`config.mk`:
```
export PLATFORM = sky130hd
export DESIGN_NAME = cskn_affine
export DESIGN_NICKNAME = d
export VERILOG_FILES = /design/src/sv/cskn_pkg.sv /design/src/sv/cskn_affine.sv
export SDC_FILE = /design/constraint.sdc
export NUM_CORES = 2
export LEC_CHECK = 0
export BUFFER_PORTS_ARGS = -buffer_cell sky130_fd_sc_hd__buf_2
export CAP_MARGIN = 15
export CELL_PAD_IN_SITES_DETAIL_PLACEMENT = 1
export CELL_PAD_IN_SITES_GLOBAL_PLACEMENT = 2
export CORE_ASPECT_RATIO = 1.25
export CORE_UTILIZATION = 45
export DETAILED_ROUTE_END_ITERATION = 8
export PLACE_DENSITY = 0.9
export SKIP_LAST_GASP = 1
export SYNTH_ARGS = -nofsm -noshare
export SYNTH_HDL_FRONTEND = slang
export SYNTH_SLANG_ARGS = --single-unit
```
`constraint.sdc`:
```
create_clock -name vclk -period 19.4
set_input_delay 0.97 -clock vclk [all_inputs]
set_output_delay 0.97 -clock vclk [all_outputs]
set_load 0.02 [all_outputs]
```
`src/sv/cskn_pkg.sv`:
```
package cskn_pkg;

  // Field widths fixed by the transaction format
  localparam int unsigned CoordW = 32;
  localparam int unsigned SlotIdxW = 2;
  localparam int unsigned ColW = 64;
  localparam int unsigned DistW = 64;

  // Affine column layout: three Q4.12 coefficients then a Q8.8 offset
  localparam int unsigned CoefW = 16;
  // Q.28 product reduced to Q16.16
  localparam int unsigned FracShift = 12;
  // Q8.8 offset lifted to Q.28
  localparam int unsigned OffsetShift = 20;

  // Key reset value: most negative Q16.16
  localparam logic [CoordW-1:0] KEY_RESET = {1'b1, {(CoordW-1){1'b0}}};
  // One unit of depth in Q16.16, widened for the guard compare
  localparam logic signed [CoordW:0] DEPTH_MARGIN = 33'sd65536;

  typedef enum logic [1:0] {
    CFG_COLUMN_X,
    CFG_COLUMN_Y,
    CFG_COLUMN_Z,
    CFG_REF_DEPTH
  } cfg_idx_e;

  typedef struct packed {
    logic [SlotIdxW-1:0]      slot_index;
    logic signed [CoordW-1:0] cand_x;
    logic signed [CoordW-1:0] cand_y;
    logic signed [CoordW-1:0] cand_z;
    logic signed [CoordW-1:0] cand_key_x;
    logic signed [CoordW-1:0] cand_key_y;
    logic signed [CoordW-1:0] target_x;
    logic signed [CoordW-1:0] target_y;
  } cskn_in_t;

  typedef struct packed {
    logic                     replaced;
    logic [SlotIdxW-1:0]      slot_echo;
    logic signed [CoordW-1:0] stored_x;
    logic signed [CoordW-1:0] stored_y;
    logic signed [CoordW-1:0] stored_z;
    logic                     slot_filled;
  } cskn_out_t;

  // Contents of the addressed slot
  typedef struct packed {
    logic                     hit;
    logic signed [CoordW-1:0] pos_x;
    logic signed [CoordW-1:0] pos_y;
    logic signed [CoordW-1:0] pos_z;
    logic signed [CoordW-1:0] key_x;
    logic signed [CoordW-1:0] key_y;
    logic                     filled;
  } slot_rd_t;

  // Update to one slot
  typedef struct packed {
    logic                     en;
    logic [SlotIdxW-1:0]      idx;
    logic signed [CoordW-1:0] pos_x;
    logic signed [CoordW-1:0] pos_y;
    logic signed [CoordW-1:0] pos_z;
    logic signed [CoordW-1:0] key_x;
    logic signed [CoordW-1:0] key_y;
  } slot_wr_t;

endpackage

```
`src/sv/cskn_affine.sv`:
```
module cskn_affine
  import cskn_pkg::*;
(
  input  logic [ColW-1:0]          col_i,
  input  logic signed [CoordW-1:0] px_i,
  input  logic signed [CoordW-1:0] py_i,
  input  logic signed [CoordW-1:0] pz_i,
  output logic signed [CoordW-1:0] val_o
);

  localparam int unsigned ProdW = CoefW + CoordW;
  localparam int unsigned AccW = ProdW + 3;
  localparam int unsigned ShW = AccW - FracShift;

  logic signed [CoefW-1:0]                 cx, cy, cz, co;
  logic signed [ProdW-1:0]                 mx, my, mz;
  logic signed [CoefW+OffsetShift-1:0]     off;
  logic signed [AccW-1:0]                  acc;
  logic signed [ShW-1:0]                   sh;
  logic                                    ovf;

  // Unpack the column
  assign cx = col_i[CoefW-1:0];
  assign cy = col_i[2*CoefW-1:CoefW];
  assign cz = col_i[3*CoefW-1:2*CoefW];
  assign co = col_i[4*CoefW-1:3*CoefW];

  // Q4.12 x Q16.16 products
  assign mx = ProdW'(cx) * ProdW'(px_i);
  assign my = ProdW'(cy) * ProdW'(py_i);
  assign mz = ProdW'(cz) * ProdW'(pz_i);
  assign off = {co, {OffsetShift{1'b0}}};

  assign acc = AccW'(mx) + AccW'(my) + AccW'(mz) + AccW'(off);

  // Arithmetic shift: floor towards minus infinity
  assign sh = acc[AccW-1:FracShift];

  // Saturate to signed 32 bits
  assign ovf = (sh[ShW-1:CoordW-1] != {(ShW-CoordW+1){1'b0}}) &&
               (sh[ShW-1:CoordW-1] != {(ShW-CoordW+1){1'b1}});

  always_comb begin
    if (!ovf) begin
      val_o = sh[CoordW-1:0];
    end else if (sh[ShW-1]) begin
      val_o = {1'b1, {(CoordW-1){1'b0}}};
    end else begin
      val_o = {1'b0, {(CoordW-1){1'b1}}};
    end
  end

endmodule

```
==> run summary <==
The flow ran to the end, and the final reports show no timing, DRC or antenna violations. After synthesis the cells add up to 54700 um^2. The cell count after synthesis came out at 5946. The start-to-end type of the worst setup path is in -> out. The area growth from synthesis to layout is 3.79%. The pin count of the biggest net entering global routing came out at 34. The remaining antenna violation count is 0.

Clock buffers in the final layout number 0. The arrival time reported for the critical path endpoint is 11.49 ns. The port buffer count is 192. The worst setup path is launched from a primary input.

The total congestion overflow is 0. Data on the critical path is required at its endpoint by 18.43 ns. The die outline area is 123000 um^2. The headroom to the max-slew limit came out at 0.218.

The routed wire length came out at 164 mm. The fraction of post-synthesis cell area in the top cell type by area is 0.620. The global routing usage summed across all routing layers is 0.281. Counting distinct cell types in the post-synthesis netlist gives 65. The die boundary width came out at 314 um. Buffers added to address setup during post-CTS repair amount to 0. The average size of a mapped cell came out at 9.20 um^2. The global-route wire length before repair is 263 mm. The number of max-slew violations in the final report is 0. The number of nets in the final layout is 7976. The maximum net fanout on the critical path is 32. Summed over all instances, the cell type with the most area after synthesis is sky130_fd_sc_hd__fa_1. The total number of sequential cells came out at 0. Yosys attributes the largest share of cell area to sky130_fd_sc_hd__fa_1 (62%), sky130_fd_sc_hd__inv_1 (13%), sky130_fd_sc_hd__and2_1 (7.2%). Based on the critical path, the design can be clocked at up to 0.0803 GHz. STA classifies the critical path endpoint as a primary output. The number of hold buffers added after CTS came out at 0. The number of nets produced by synthesis is 8030.

The via count of the first global-routing pass is 45100. The HPWL after detailed placement is 149 mm. In the final layout, the share of cells above drive strength 1 is 0.0409. In this run the worst setup path begins at col_i[16].

Dividing the detail-routed wire length by the instance count gives 21.9 um. The total count of hold-check failures in the final report was 0. Dividing the final minimum period by the clock period gives 0.642.

Detailed routing inserted a total of 38100 vias. The detailed-route DRC error count is 0. The final count of negative-setup-slack endpoints came out at 0. Before antenna repair, the detailed router went through 5 iterations. The routability congestion estimate from global placement came out at 0.938.

The sequential standard cell area came out at 0 um^2. For the pin with the worst max-slew slack, the measured transition is 1.17 ns. The die is 392 um tall. The number of max-capacitance violations reported came out at 0.

The placeable core region came out at 120000 um^2. The initial antenna violation count came out at 19. The count of warnings emitted by yosys came out at 0. Summed over all failing endpoints, the final setup total negative slack is 0 ns.

In this run, the number of DRC markers left after iteration 0 of detailed routing was 1746. The path category of the worst min-delay check is in -> out. The mean number of vias per cell came out at 5.09.

The number of cells upsized or downsized after cts is 0. The top-level port count is 192. Setup repair after global routing left no endpoint under its margin. The hold path startpoint is px_i[0].

The smallest clock period supported by the final layout is computed as 12.46 ns. The floorplan has 142 rows. The initial cell density of the core is 0.455. The sequential-to-total area share from yosys stat came out at 0.
## logic make-up (layout without fill, tap and decap cells)
group | count (synthesis) | count (layout) | share of synthesized area
buffers and inverters | 2099 | 2043 | 0.145
adders and majority gates | 1924 | 1924 | 0.672
and+or+nand+nor | 1690 | 1690 | 0.152
AOI/OAI and AO/OA | 176 | 176 | 0.0216
xor gates and xnor gates | 53 | 53 | 0.00848
muxes | 4 | 4 | 0.000777
other | 0 | 5 | 0
## worst paths after layout
kind / endpoint / slack, ns / depth (start not counted)
worst max-delay path: val_o[0] / 6.94 / 27
worst min-delay path: val_o[2] / 3.40 / 8
## area by class of cell
| class | count | area (um^2) |
|---|---|---|
| timing repair buffer | 212 | 1110 |
| multi-input combinational | 3847 | 46800 |
| inverter | 1831 | 6870 |
| fill | 13900 | 63500 |
| tap | 1584 | 1980 |
| antenna | 5 | 12.5 |
## metal layers
metal,routed length [um],track usage
met1,73700,0.403
met2,77400,0.462
met3,7940,0.0286
met4,4250,0.0608
met5,218,0
## synthesized netlist by cell type (28+ instances only)
| cell type | instances |
|---|---|
| sky130_fd_sc_hd__xnor2_1 | 32 |
| sky130_fd_sc_hd__nand2_1 | 858 |
| sky130_fd_sc_hd__fa_1 | 1694 |
| sky130_fd_sc_hd__o21ai_0 | 28 |
| sky130_fd_sc_hd__a21oi_1 | 54 |
| sky130_fd_sc_hd__inv_1 | 1830 |
| sky130_fd_sc_hd__nor2_1 | 52 |
| sky130_fd_sc_hd__nor2b_1 | 44 |
| sky130_fd_sc_hd__ha_1 | 230 |
| sky130_fd_sc_hd__and2_1 | 632 |
| sky130_fd_sc_hd__nand2b_1 | 32 |
| sky130_fd_sc_hd__clkbuf_1 | 256 |
## critical path: stages
cell and delay (ns):
sky130_fd_sc_hd__buf_2 0.47, sky130_fd_sc_hd__nand2_1 0.66, sky130_fd_sc_hd__fa_1 0.69, sky130_fd_sc_hd__fa_1 0.53, sky130_fd_sc_hd__inv_1 0.05, sky130_fd_sc_hd__fa_1 0.46
sky130_fd_sc_hd__fa_1 0.50, sky130_fd_sc_hd__fa_1 0.70, sky130_fd_sc_hd__fa_1 0.48, sky130_fd_sc_hd__fa_1 0.47, sky130_fd_sc_hd__fa_1 0.51, sky130_fd_sc_hd__inv_1 0.07
sky130_fd_sc_hd__fa_1 0.48, sky130_fd_sc_hd__inv_1 0.04, sky130_fd_sc_hd__ha_1 0.44, sky130_fd_sc_hd__nand4_1 0.24, sky130_fd_sc_hd__nor4_1 0.79, sky130_fd_sc_hd__nand4_1 0.38
sky130_fd_sc_hd__a2111oi_2 0.64, sky130_fd_sc_hd__nor3_1 0.13, sky130_fd_sc_hd__xnor2_1 0.18, sky130_fd_sc_hd__nor4_1 0.36, sky130_fd_sc_hd__and4bb_4 0.33, sky130_fd_sc_hd__a21oi_4 0.08
sky130_fd_sc_hd__buf_4 0.31, sky130_fd_sc_hd__o21ai_0 0.22, sky130_fd_sc_hd__buf_2 0.19
## through the flow
step	cells	utilization	hold WS [ns]	setup WS (ns)	cell area, um^2
CTS	7474	0.472	3.34	6.76	56800
finish	7479	0.472	3.40	6.94	56800
global route	7475	0.472	3.43	6.52	56800
floorplan	5946	-	2.64	9.03	54700
global placement	7474	0.472	3.35	6.67	56800
detailed placement	7474	0.472	3.34	6.78	56800
## cells in the final DEF, fill, tap and decap left out, types with 5 or more instances in the layout
| cell type | instances |
|---|---|
| sky130_fd_sc_hd__buf_4 | 20 |
| sky130_fd_sc_hd__o21ai_2 | 11 |
| sky130_fd_sc_hd__nand2b_1 | 32 |
| sky130_fd_sc_hd__nand4_1 | 17 |
| sky130_fd_sc_hd__nor2b_1 | 44 |
| sky130_fd_sc_hd__and3_1 | 8 |
| sky130_fd_sc_hd__and2_1 | 632 |
| sky130_fd_sc_hd__a21oi_1 | 54 |
| sky130_fd_sc_hd__o21bai_1 | 9 |
| sky130_fd_sc_hd__o21ai_1 | 8 |
| sky130_fd_sc_hd__nor2_1 | 52 |
| sky130_fd_sc_hd__and4_1 | 6 |
| sky130_fd_sc_hd__a21o_1 | 16 |
| sky130_fd_sc_hd__fa_1 | 1694 |
| sky130_fd_sc_hd__inv_1 | 1830 |
| sky130_fd_sc_hd__buf_2 | 192 |
| sky130_fd_sc_hd__xor2_1 | 21 |
| sky130_fd_sc_hd__o211ai_1 | 8 |
| sky130_fd_sc_hd__o21ai_0 | 28 |
| sky130_fd_sc_hd__xnor2_1 | 32 |
| sky130_fd_sc_hd__nand2_1 | 858 |
| sky130_fd_sc_hd__nor3_1 | 12 |
| sky130_fd_sc_hd__ha_1 | 230 |
| sky130_fd_sc_hd__nand3_1 | 14 |
| sky130_fd_sc_hd__diode_2 | 5 |
